<file path="src/design/ms44_pkg.sv">
// ----------------------------------------------------------------------------
// ms44_pkg
// Shared types, command/status structs and single-precision float helpers
// for the 4x4 matrix stack.
// ----------------------------------------------------------------------------
package ms44_pkg;

  // operation codes of an input item
  localparam logic [2:0] OP_WR_OPND = 3'd0;
  localparam logic [2:0] OP_PUSH    = 3'd1;
  localparam logic [2:0] OP_POP     = 3'd2;
  localparam logic [2:0] OP_IDENT   = 3'd3;
  localparam logic [2:0] OP_LOAD    = 3'd4;
  localparam logic [2:0] OP_MUL_TO  = 3'd5;
  localparam logic [2:0] OP_MUL_OT  = 3'd6;

  localparam int          MAT_WORDS  = 16;
  localparam logic [31:0] FP_ONE     = 32'h3F80_0000;
  localparam logic [31:0] FP_DEF_NAN = 32'hFFC0_0000;
  localparam logic [31:0] FP_QNAN_B  = 32'h0040_0000;

  typedef struct packed {
    logic [2:0]  op;
    logic [1:0]  row;
    logic [1:0]  col;
    logic [31:0] value;
  } in_item_t;

  typedef struct packed {
    logic [31:0] top_element;
    logic [3:0]  level;
    logic        overflow;
  } out_item_t;

  // source of a stack memory write
  typedef enum logic [1:0] {
    SRC_RD,
    SRC_IDENT,
    SRC_OPND,
    SRC_TEMP
  } wr_src_t;

  // controller to datapath
  typedef struct packed {
    logic       load_in;
    logic       opnd_we;
    logic       set_ovf;
    logic       lvl_inc;
    logic       lvl_dec;
    logic       rd_en;
    logic       rd_rb;
    logic [3:0] rd_idx;
    logic       wr_en;
    logic       wr_up;
    logic [3:0] wr_idx;
    wr_src_t    wr_src;
    logic [3:0] opnd_idx;
    logic       a_is_top;
    logic       mul1;
    logic       mul2;
    logic       add1;
    logic       add2;
    logic       acc_first;
    logic       temp_we;
    logic       out_load;
  } ms44_cmd_t;

  // datapath to controller
  typedef struct packed {
    logic [2:0] op;
    logic       lvl_full;
    logic       lvl_zero;
  } ms44_sts_t;

  // float value between the two halves of an operation
  typedef struct packed {
    logic               spec;
    logic [31:0]        spec_val;
    logic               s;
    logic signed [11:0] e;
    logic [48:0]        m;
  } fp_mid_t;

  function automatic logic fp_is_nan(input logic [31:0] x);
    return (x[30:23] == 8'hFF) && (x[22:0] != 23'd0);
  endfunction

  function automatic logic fp_is_inf(input logic [31:0] x);
    return (x[30:23] == 8'hFF) && (x[22:0] == 23'd0);
  endfunction

  // normalize and round to nearest even; m has its units bit at 47,
  // e is the biased exponent of that units bit
  function automatic logic [31:0] fp_pack(input logic s, input logic signed [11:0] e,
                                          input logic [48:0] m);
    int           p;
    int           ef;
    int           d;
    int           rs;
    logic [97:0]  tmp;
    logic [48:0]  mm;
    logic         st;
    logic         inc;
    logic [7:0]   ef8;
    logic [30:0]  r;
    p   = 0;
    st  = 1'b0;
    mm  = m;
    tmp = '0;
    rs  = 0;
    for (int b = 0; b < 49; b++) begin
      if (m[b]) p = b;
    end
    ef = int'(e) + p - 47;
    if (m == 49'd0) return {s, 31'd0};
    if (ef >= 255) return {s, 8'hFF, 23'd0};
    if (ef < 1) ef = 1;
    d = int'(e) - ef;
    if (d >= 0) begin
      mm = m << d;
    end else begin
      rs = -d;
      if (rs > 98) rs = 98;
      tmp = {m, 49'd0} >> rs;
      mm  = tmp[97:49];
      st  = |tmp[48:0];
    end
    st  = st | (|mm[22:0]);
    inc = mm[23] & (st | mm[24]);
    ef8 = mm[47] ? 8'(ef) : 8'd0;
    r   = {ef8, mm[46:24]} + 31'(inc);
    return {s, r};
  endfunction

  // first half of a multiply: special cases and the mantissa product
  function automatic fp_mid_t fp_mul1(input logic [31:0] a, input logic [31:0] b);
    fp_mid_t     r;
    logic [23:0] ma;
    logic [23:0] mb;
    logic [47:0] pr;
    logic        az;
    logic        bz;
    r  = '0;
    ma = {a[30:23] != 8'd0, a[22:0]};
    mb = {b[30:23] != 8'd0, b[22:0]};
    az = a[30:0] == 31'd0;
    bz = b[30:0] == 31'd0;
    pr = ma * mb;
    r.s = a[31] ^ b[31];
    r.e = 12'(a[30:23] == 8'd0 ? 8'd1 : a[30:23]) + 12'(b[30:23] == 8'd0 ? 8'd1 : b[30:23])
          - 12'sd127;
    r.m = {pr, 1'b0};
    if (fp_is_nan(a)) begin
      r.spec = 1'b1; r.spec_val = a | FP_QNAN_B;
    end else if (fp_is_nan(b)) begin
      r.spec = 1'b1; r.spec_val = b | FP_QNAN_B;
    end else if ((fp_is_inf(a) && bz) || (fp_is_inf(b) && az)) begin
      r.spec = 1'b1; r.spec_val = FP_DEF_NAN;
    end else if (fp_is_inf(a) || fp_is_inf(b)) begin
      r.spec = 1'b1; r.spec_val = {r.s, 8'hFF, 23'd0};
    end
    return r;
  endfunction

  // first half of an add: special cases, alignment and the mantissa sum
  function automatic fp_mid_t fp_add1(input logic [31:0] a, input logic [31:0] b);
    fp_mid_t     r;
    logic [31:0] bg;
    logic [31:0] sm;
    logic [7:0]  eb;
    logic [7:0]  es;
    logic [7:0]  d;
    logic [71:0] tmp;
    logic [47:0] al;
    logic [48:0] bw;
    r  = '0;
    if (a[30:0] >= b[30:0]) begin
      bg = a; sm = b;
    end else begin
      bg = b; sm = a;
    end
    eb  = (bg[30:23] == 8'd0) ? 8'd1 : bg[30:23];
    es  = (sm[30:23] == 8'd0) ? 8'd1 : sm[30:23];
    d   = eb - es;
    tmp = {sm[30:23] != 8'd0, sm[22:0], 48'd0} >> d;
    al  = tmp[71:24] | 48'(|tmp[23:0]);
    bw  = {1'b0, bg[30:23] != 8'd0, bg[22:0], 24'd0};
    if (a[31] == b[31]) r.m = bw + {1'b0, al};
    else                r.m = bw - {1'b0, al};
    r.s = (r.m == 49'd0) ? (a[31] & b[31]) : bg[31];
    r.e = 12'(eb);
    if (fp_is_nan(a)) begin
      r.spec = 1'b1; r.spec_val = a | FP_QNAN_B;
    end else if (fp_is_nan(b)) begin
      r.spec = 1'b1; r.spec_val = b | FP_QNAN_B;
    end else if (fp_is_inf(a) && fp_is_inf(b) && (a[31] != b[31])) begin
      r.spec = 1'b1; r.spec_val = FP_DEF_NAN;
    end else if (fp_is_inf(a)) begin
      r.spec = 1'b1; r.spec_val = a;
    end else if (fp_is_inf(b)) begin
      r.spec = 1'b1; r.spec_val = b;
    end
    return r;
  endfunction

  // second half of either operation
  function automatic logic [31:0] fp_fin(input fp_mid_t x);
    return x.spec ? x.spec_val : fp_pack(x.s, x.e, x.m);
  endfunction

endpackage

</file>
<file path="src/design/ms44_ctrl.sv">
// ----------------------------------------------------------------------------
// ms44_ctrl
// Sequencer for the matrix stack: walks copies, fills and the 64 products
// of a matrix multiply through the shared float unit.
// ----------------------------------------------------------------------------
module ms44_ctrl (
  input  logic                clk,
  input  logic                rst_n,
  input  logic                in_valid,
  output logic                in_ready,
  output logic                out_valid,
  input  logic                out_ready,
  output ms44_pkg::ms44_cmd_t cmd,
  input  ms44_pkg::ms44_sts_t sts
);
  import ms44_pkg::*;

  typedef enum logic [3:0] {
    S_IDLE,
    S_DISP,
    S_CP_RD,
    S_CP_WR,
    S_ID_WR,
    S_LD_WR,
    S_MM_RD,
    S_MM_MUL1,
    S_MM_MUL2,
    S_MM_ADD1,
    S_MM_ADD2,
    S_TMP_WR,
    S_RB_RD,
    S_OUT
  } state_t;

  state_t     state_r, state_nxt;
  logic [3:0] cnt_r, cnt_nxt;
  logic [1:0] k_r, k_nxt;
  logic       out_valid_r, out_valid_nxt;
  logic       is_to;

  assign in_ready  = (state_r == S_IDLE);
  assign out_valid = out_valid_r;
  assign is_to     = (sts.op == OP_MUL_TO);

  // next state and commands
  always_comb begin
    state_nxt     = state_r;
    cnt_nxt       = cnt_r;
    k_nxt         = k_r;
    out_valid_nxt = out_valid_r;
    cmd           = '0;
    cmd.wr_src    = SRC_RD;
    cmd.wr_idx    = cnt_r;
    cmd.a_is_top  = is_to;
    // top*operand reads top row-wise, operand*top reads top column-wise
    cmd.rd_idx    = is_to ? {cnt_r[3:2], k_r} : {k_r, cnt_r[1:0]};
    cmd.opnd_idx  = is_to ? {k_r, cnt_r[1:0]} : {cnt_r[3:2], k_r};
    if (out_valid_r && out_ready) out_valid_nxt = 1'b0;
    case (state_r)
      S_IDLE: begin
        if (in_valid) begin
          cmd.load_in = 1'b1;
          state_nxt   = S_DISP;
        end
      end
      S_DISP: begin
        cnt_nxt   = '0;
        k_nxt     = '0;
        state_nxt = S_RB_RD;
        case (sts.op)
          OP_WR_OPND: cmd.opnd_we = 1'b1;
          OP_PUSH: begin
            if (sts.lvl_full) cmd.set_ovf = 1'b1;
            else              state_nxt = S_CP_RD;
          end
          OP_POP:    cmd.lvl_dec = !sts.lvl_zero;
          OP_IDENT:  state_nxt = S_ID_WR;
          OP_LOAD:   state_nxt = S_LD_WR;
          OP_MUL_TO: state_nxt = S_MM_RD;
          OP_MUL_OT: state_nxt = S_MM_RD;
          default:   state_nxt = S_RB_RD;
        endcase
      end
      // push: copy top one level up, word by word
      S_CP_RD: begin
        cmd.rd_en  = 1'b1;
        cmd.rd_idx = cnt_r;
        state_nxt  = S_CP_WR;
      end
      S_CP_WR: begin
        cmd.wr_en  = 1'b1;
        cmd.wr_up  = 1'b1;
        cmd.wr_src = SRC_RD;
        cnt_nxt    = cnt_r + 4'd1;
        if (cnt_r == 4'd15) begin
          cmd.lvl_inc = 1'b1;
          state_nxt   = S_RB_RD;
        end else begin
          state_nxt = S_CP_RD;
        end
      end
      S_ID_WR: begin
        cmd.wr_en  = 1'b1;
        cmd.wr_src = SRC_IDENT;
        cnt_nxt    = cnt_r + 4'd1;
        if (cnt_r == 4'd15) state_nxt = S_RB_RD;
      end
      S_LD_WR: begin
        cmd.wr_en    = 1'b1;
        cmd.wr_src   = SRC_OPND;
        cmd.opnd_idx = cnt_r;
        cnt_nxt      = cnt_r + 4'd1;
        if (cnt_r == 4'd15) state_nxt = S_RB_RD;
      end
      // one product term per pass
      S_MM_RD: begin
        cmd.rd_en = 1'b1;
        state_nxt = S_MM_MUL1;
      end
      S_MM_MUL1: begin
        cmd.mul1  = 1'b1;
        state_nxt = S_MM_MUL2;
      end
      S_MM_MUL2: begin
        cmd.mul2  = 1'b1;
        state_nxt = S_MM_ADD1;
      end
      S_MM_ADD1: begin
        if (k_r == 2'd0) begin
          cmd.acc_first = 1'b1;
          k_nxt         = 2'd1;
          state_nxt     = S_MM_RD;
        end else begin
          cmd.add1  = 1'b1;
          state_nxt = S_MM_ADD2;
        end
      end
      S_MM_ADD2: begin
        cmd.add2  = 1'b1;
        k_nxt     = k_r + 2'd1;
        state_nxt = S_MM_RD;
        if (k_r == 2'd3) begin
          cmd.temp_we = 1'b1;
          cnt_nxt     = cnt_r + 4'd1;
          if (cnt_r == 4'd15) state_nxt = S_TMP_WR;
        end
      end
      // write the finished product back over the top
      S_TMP_WR: begin
        cmd.wr_en  = 1'b1;
        cmd.wr_src = SRC_TEMP;
        cnt_nxt    = cnt_r + 4'd1;
        if (cnt_r == 4'd15) state_nxt = S_RB_RD;
      end
      S_RB_RD: begin
        cmd.rd_en = 1'b1;
        cmd.rd_rb = 1'b1;
        state_nxt = S_OUT;
      end
      S_OUT: begin
        if (!out_valid_r || out_ready) begin
          cmd.out_load  = 1'b1;
          out_valid_nxt = 1'b1;
          state_nxt     = S_IDLE;
        end
      end
      default: state_nxt = S_IDLE;
    endcase
  end

  // state and registered outputs
  always_ff @(posedge clk) begin
    if (!rst_n) begin
      state_r     <= S_IDLE;
      cnt_r       <= '0;
      k_r         <= '0;
      out_valid_r <= 1'b0;
    end else begin
      state_r     <= state_nxt;
      cnt_r       <= cnt_nxt;
      k_r         <= k_nxt;
      out_valid_r <= out_valid_nxt;
    end
  end

endmodule

</file>
<file path="config.mk">
export PLATFORM = sky130hd
export DESIGN_NAME = ms44_ctrl
export DESIGN_NICKNAME = d
export VERILOG_FILES = /design/src/design/ms44_pkg.sv /design/src/design/ms44_ctrl.sv
export SDC_FILE = /design/constraint.sdc
export NUM_CORES = 1
export LEC_CHECK = 0
export BUFFER_PORTS_ARGS = -buffer_cell sky130_fd_sc_hd__buf_2
export CORE_UTILIZATION = 26
export CTS_CLUSTER_SIZE = 16
export DETAILED_ROUTE_END_ITERATION = 10
export PLACE_DENSITY = 0.48
export SLEW_MARGIN = 20
export SYNTH_ARGS = -nofsm -noshare
export SYNTH_HDL_FRONTEND = slang
export SYNTH_SLANG_ARGS = --single-unit
</file>
<file path="constraint.sdc">
create_clock -name clk -period 1.67 [get_ports clk]
set_input_delay 0.2505 -clock clk [delete_from_list [all_inputs] [get_ports clk]]
set_output_delay 0.2505 -clock clk [all_outputs]
set_load 0.02 [all_outputs]
</file>
==> results of run 1 <==
==> worst min-delay path by stage <==
stage / from / to / slack [ns] / cells after the start
after floorplan: rst_n / cnt_r[3]$_SDFFE_PN0P_ / 0.36 / 2
after global placement: out_valid$_SDFF_PN0_ / out_valid$_SDFF_PN0_ / 0.52 / 2
after detailed placement: out_valid$_SDFF_PN0_ / out_valid$_SDFF_PN0_ / 0.52 / 2
after CTS: out_ready / out_valid$_SDFF_PN0_ / 0.34 / 3
after global routing: out_ready / out_valid$_SDFF_PN0_ / 0.34 / 3
final: out_ready / out_valid$_SDFF_PN0_ / 0.34 / 3
==> cell usage after synthesis, types with 2 or more instances <==
master / number
mux2_2: 8
a22oi_1: 2
dfxtp_1: 11
inv_1: 6
buf_2: 3
o21a_1: 2
nor2_1: 16
o22ai_1: 3
o21ai_0: 10
nand3_1: 4
ha_1: 3
nor2b_1: 4
a21oi_1: 11
and3_1: 3
nor3_1: 4
buf_6: 3
nor4_1: 3
inv_2: 2
nand2_1: 12
o21ai_1: 3
and2_1: 2
a41oi_1: 2
a21boi_0: 3
a21boi_1: 3
buf_4: 4
clkbuf_1: 3
nand2b_1: 5
==> worst register-to-register path: stages, from the launching register on <==
cell and delay (ns):
dfxtp_4 0.36, buf_6 0.13, buf_4 0.15, and3b_1 0.16
a22oi_1 0.17, o21ai_1 0.12, o31a_1 0.29, o21a_1 0.17
==> cell families after synthesis <==
group | after synthesis | share of synthesized area
AO/OA/AOI/OAI | 49 | 0.279
XOR/XNOR | 1 | 0.00704
buffers and inverters | 21 | 0.0965
flip-flops | 11 | 0.177
AND/OR/NAND/NOR | 70 | 0.330
adder cells (fa/ha/maj) | 3 | 0.0302
multiplexers | 9 | 0.0804
==> metrics by stage <==
step / setup WS [ns] / total power (W) / TNS [ns] / hold WS [ns] / area (sq um)
floorplan: -0.00285 / 0.00148 / -0.0114 / 0.363 / 1260
global placement: 0.00841 / 0.00203 / 0 / 0.519 / 1670
detailed placement: -0.00363 / 0.00203 / -0.00626 / 0.523 / 1670
CTS: -0.0639 / 0.00259 / -0.556 / 0.335 / 1970
global route: -0.114 / 0.00306 / -1.18 / 0.343 / 2150
finish: -0.0879 / 0.00286 / -0.666 / 0.341 / 2150
==> area by class of cell <==
type,count,area (sq um)
clock buffers,4,45.0
fillers,448,2320
inverters,8,30.0
multi-input cells,132,1100
flip-flops and latches,11,236
well taps,52,65.1
repair buffers,86,676
==> registers in the layout, summed over array words and instances, names as in the netlist <==
signal     count
cnt_r          4
out_valid      1
k_r            2
state_r        4
==> layer usage <==
metal / wire length (um) / track usage
met1: 2000 / 0.225
met2: 2030 / 0.263
met3: 203 / 0.0299
met4: 34 / 0.0400
met5: 0 / 0
==> repair_timing <==
item | CTS | global route
setup buffers | 8 | 11
cloned | 0 | 1
resized for setup | 61 | 22
setup endpoints to repair | 19 | 23
pin swaps | 6 | 6
==> where the power goes <==
group	internal [W]	leakage, nW	switching (W)
registers	0.000336	0.0927	0.000117
clock network	0.000168	0.0228	0.000106
logic	0.00108	0.857	0.00106
total	0.00158	0.972	0.00128
==> results.json, run 1 <==
{
  "status": "finished, violations left",
  "violations": "DRC, setup timing",
  "critPathLaunch": "state_r[0]$_SDFFE_PN0P_",
  "grt_pass1_vias": 1270,
  "hold_path.class": "input pin to flop",
  "setup_viol": 12,
  "dp_cells": 271,
  "grt_usage": 0.164,
  "first_iter_violations": 54,
  "cts_root_buffer": "clkbuf_8",
  "core_sq_mm": 0.00447,
  "p_per_area_mw_per_mm2": 1330,
  "synth_top_cell_area_share": 0.177,
  "synth_top_area_cell": "dfxtp_1",
  "slowest_delay_ns": 0.37,
  "worst_slack_ns": -0.0879,
  "clock.fmax_mhz": 569,
  "period_minus_slack_ns": 1.76,
  "clockBufferDepth": 2,
  "rsz0062_at_grt": "yes",
  "route.detailed.drc": 5,
  "period_share": 1.05,
  "hold_viol_final": 0,
  "layout-drive-gt1-share": 0.564,
  "postSynthAreaPerCell_sq_um": 7.59,
  "grt_max_degree": 20,
  "antenna_found_initial": 0,
  "grt_pass1_wl_um": 6430,
  "die_h_um": 71.2,
  "wl_um": 4270,
  "die-area_sq_mm": 0.00507,
  "finalMaxSlewViolations": 0,
  "nets": 254,
  "rr_startpoint": "state_r[0]$_SDFFE_PN0P_",
  "worstReg2RegEnd": "state_r[3]$_SDFFE_PN0P_",
  "path_clk_slew_ns": 0.05,
  "vias": 1469,
  "synth_top_flop_cell": "dfxtp_1",
  "critPathCapture": "cmd[22]",
  "cts_num_sinks": 11,
  "end_kind": "primary output",
  "ys_seq_area_frac": 0.177,
  "synthTopCellsByArea": "dfxtp_1 (18%), mux2_2 (7.2%), nor2_1 (4.8%)",
  "synth-seq-cells": 11,
  "required_ns": 1.42,
  "synth-edff-count": 0,
  "first_pass_iters": 7,
  "synth_warnings": 0,
  "ys_types": 56,
  "initial_utilization": 0.278,
  "diodes": 0,
  "cts_tree": "done",
  "die_width_um": 71.2,
  "startpoint_type": "flop",
  "reg2reg_slack_ns": 0.04,
  "crit_arrival_ns": 1.51,
  "crit_cells": 4,
  "hold_buffers": 0,
  "crit_path_top_delay_cell": "dfxtp_4",
  "clock_latency_ns": 0.24,
  "synth_cells": 164,
  "path_buf_inv": 1,
  "wl_per_cell_um": 14.6,
  "fin_util": 0.481,
  "crit_type": "flop to primary output",
  "finClkSkew_ns": 0.00826,
  "cp_cell_sequence": "and2b_2 -> a21oi_4 -> mux2_4 -> buf_6",
  "grt.overflow.total": 0,
  "synth-async-reset-ratio": 0,
  "area_delta_synth_final_pct": 72.9,
  "worst_pin_slew_ns": 0.408,
  "ant_nets": 0,
  "cts_max_level": 1,
  "io_buffers": 41,
  "r2r_cells": 7,
  "layout_commonest_cell": "buf_4",
  "drt-vias-per-instance": 5.01,
  "final_cells": 293,
  "rows": 24,
  "numCtsBuffers": 3,
  "layout_common_cells": "buf_4 (44), buf_2 (24), buf_6 (16), nor2_1 (15), nand2_1 (10)",
  "p_leak_nw": 0.972,
  "synth_area_sq_mm": 0.00124,
  "gp_congestion": 0.784,
  "max_slew_margin": 0.728,
  "path_delay_family": "flip-flops",
  "path_max_fanout": 3,
  "syn-num-nets": 176,
  "dp_hpwl_um": 2740,
  "ir_drop_uv": 625,
  "cap_violations": 0,
  "io_pins": 42
}
Note: power is estimated with default switching activity, not from simulation.
==> inputs of run 2 (changes only) <==
--- a/config.mk
+++ b/config.mk
@@ -5,11 +5,12 @@
 export SDC_FILE = /design/constraint.sdc
 export NUM_CORES = 1
 export LEC_CHECK = 0
+export ABC_AREA = 1
 export BUFFER_PORTS_ARGS = -buffer_cell sky130_fd_sc_hd__buf_2
 export CORE_UTILIZATION = 26
 export CTS_CLUSTER_SIZE = 16
 export DETAILED_ROUTE_END_ITERATION = 10
-export PLACE_DENSITY = 0.48
+export PLACE_DENSITY = 0.5
 export SLEW_MARGIN = 20
 export SYNTH_ARGS = -nofsm -noshare
 export SYNTH_HDL_FRONTEND = slang
==> run 2 against run 1 <==
Net effect:
- the flow now finishes without violations
- flip-flop and latch count is the same
- core utilization shrank 6.8 points
- area after synthesis shrank 15%
- sequential share of layout area grew 4.0 points
- hold slack lost 0.063 ns
- sequential power shrank 14%
- critical path depth grew 3
- non-clock buffer count shrank 32
- global-route usage shrank 1.5 points
==> results.json, run 2 <==
{
  "status": "completed",
  "grtUsageMet3": 0.0155,
  "place_ws_ns": 0.0953,
  "cts_max_level": 1,
  "dp_hpwl_um": 2670,
  "synth-async-reset-ratio": 0,
  "holdCritStartpoint": "rst_n",
  "synth_top_area_cell": "dfxtp_1",
  "synthTopCellsByCount": "nand2_1 (56), inv_1 (30), nor2_1 (24), a21oi_1 (15), nand3_1 (13)",
  "synth-compound-area-share": 0.152,
  "setup_viol": 0,
  "p_clk_frac": 0.147,
  "synth_top_cell_area_share": 0.207,
  "max_slew_margin": 0.817,
  "startpoint_type": "flop",
  "rsz0062_at_grt": "yes",
  "synthAdderAreaFrac": 0.0353,
  "rows": 22,
  "setup_tns_ns": 0,
  "io_buffers": 41,
  "first_iter_violations": 56,
  "io_pins": 42,
  "p_int_w": 0.000893,
  "initial_utilization": 0.280,
  "area_delta_synth_final_pct": 47.5,
  "cap_violations": 0,
  "crit_arrival_ns": 1.37,
  "numCtsBuffers": 3,
  "holdWs_ns": 0.278,
  "combPwrFrac": 0.636,
  "clock.fmax_mhz": 619,
  "finClkSkew_ns": 0.00625,
  "grt_usage": 0.149,
  "ys_types": 24,
  "cts_tree": "done",
  "synth_cells": 191,
  "swShare": 0.502,
  "wl_per_cell_um": 10.9,
  "synth.area.mux_share": 0,
  "met1_usage": 0.204,
  "synth-seq-cells": 11,
  "first_pass_iters": 4,
  "seqPwrFrac": 0.217,
  "p_total_w": 0.00179,
  "dp_cells": 288,
  "critPathLaunch": "state_r[0]$_SDFFE_PN0P_",
  "wl_um": 3230,
  "ant_nets": 0,
  "hold_buffers": 0,
  "synth_xor_area_frac": 0.00824,
  "period_minus_slack_ns": 1.62,
  "hold_viol_final": 0,
  "final_cells": 296,
  "p_per_area_mw_per_mm2": 1140,
  "route.detailed.drc": 0,
  "drt-vias-per-instance": 4.52,
  "synthTopCellsByArea": "dfxtp_1 (21%), nand2_1 (20%), inv_1 (11%)",
  "grt_pass1_wl_um": 4930,
  "synthSimpleGateAreaFrac": 0.467,
  "synth_top_family_by_area": "simple AND/OR/NAND/NOR gates",
  "synth_top_flop_cell": "dfxtp_1",
  "worst_slack_ns": 0.0533,
  "gp_congestion": 0.858,
  "synth-edff-count": 0,
  "grt-busiest-layer": "met2",
  "vias": 1337,
  "syn-num-nets": 203,
  "synth_warnings": 0,
  "required_ns": 1.42,
  "end_kind": "primary output",
  "synth.most_common_cell": "nand2_1",
  "nets": 261,
  "grt_use_met2": 0.236,
  "grt.overflow.total": 0,
  "worst_pin_slew_ns": 0.275,
  "ys_seq_area_frac": 0.207,
  "period_share": 0.968,
  "layout_common_cells": "nand2_1 (48), buf_2 (37), inv_1 (26), nor2_1 (21), buf_4 (17)",
  "crit_type": "flop to primary output",
  "core_sq_mm": 0.00380,
  "synth_area_sq_mm": 0.00106,
  "cts_root_buffer": "clkbuf_8",
  "die-area_sq_mm": 0.00435,
  "clock_latency_ns": 0.24,
  "cts_num_sinks": 11,
  "hold_path.class": "input pin to flop",
  "path_clk_slew_ns": 0.05,
  "grt_pass1_vias": 1141,
  "rr_startpoint": "state_r[0]$_SDFFE_PN0P_",
  "ir_drop_uv": 632,
  "p_leak_nw": 0.933,
  "clockBufferDepth": 2,
  "largest_registers": "cnt_r (4), state_r (4), k_r (2)",
  "die_width_um": 66.0,
  "antenna_found_initial": 0,
  "layout_commonest_cell": "nand2_1",
  "diodes": 0,
  "path_max_fanout": 5,
  "power.switching_w": 0.000900,
  "die_h_um": 66.0,
  "grt_max_degree": 10,
  "finalMaxSlewViolations": 0,
  "layout-drive-gt1-share": 0.383,
  "postSynthAreaPerCell_sq_um": 5.57
}
run 2: cell types whose count changed after synthesis, moves of 4 or more:
cell | previous run | this run
a21oi_1 | 11 | 15
inv_1 | 6 | 30
mux2_2 | 8 | 0
nand2_1 | 12 | 56
nand2b_1 | 5 | 0
nand3_1 | 4 | 13
nor2_1 | 16 | 24
nor2b_1 | 4 | 0
run 2: layout make-up:
class                           instances  area [sq um]
Sequential cell                        11           235
Multi-Input combinational cell        144           772
Timing Repair Buffer                   54           313
Tap cell                               48          60.1
Fill cell                             432          2230
Clock inverter                          1          5.00
Clock buffer                            3          41.3
Inverter                               35           143
run 2: through the flow:
step                      cell area (sq um)  utilization
after floorplan                        1070            -
after global placement                 1400        0.367
after detailed placement               1400        0.367
after CTS                              1470        0.386
after global routing                   1570        0.413
final                                  1570        0.413
run 2: critical path, cell delays in order (launching register included):
cell,delay [ns]
dfxtp_4,0.36
inv_2,0.07
nand2_2,0.09
buf_4,0.17
nor2_4,0.15
nand2_4,0.08
inv_1,0.06
buf_2,0.15
run 2: power by group through the flow:
stage	Combinational [W]	Clock, W	Sequential (W)
6_report	0.00114	0.000264	0.000389
5_1_grt	0.00127	0.000289	0.000398
4_1_cts	0.00106	0.000274	0.000359
3_5_place_dp	0.00101	0	0.000357
3_3_place_gp	0.00104	0	0.000355
2_1_floorplan	0.000696	0	0.000364
run 2: kinds of logic after synthesis:
group | after synthesis
xor gates and xnor gates | 1
buffers and inverters | 36
AOI/OAI and AO/OA | 30
DFF | 11
adders and majority gates | 3
and+or+nand+nor | 110
run 2: what timing repair did:
item / 4_1_cts / 5_1_grt
gates resized for setup: 6 / 33
pin swaps: 2 / 5
endpoints found under the hold margin: 0 / 0
buffers inserted: 2 / 2
setup endpoints to repair: 14 / 17
run 2: path summary, 6_finish.rpt:
check                       endpoint  slack [ns]  cells after the start
max                           cmd[1]        0.05                      7
max reg2reg  state_r[3]$_SDFFE_PN0P_        0.18                     11
min            cnt_r[3]$_SDFFE_PN0P_        0.28                      3
min reg2reg      k_r[1]$_SDFFE_PN0P_        0.50                      2
run 2: layer usage:
metal	part of all wire	vias to the layer above	wire [um]
met1	0.48	582	1570
met3	0.039	4	126
met5	0	-	0
met2	0.47	26	1500
li1	-	725	-
met4	0.011	0	35
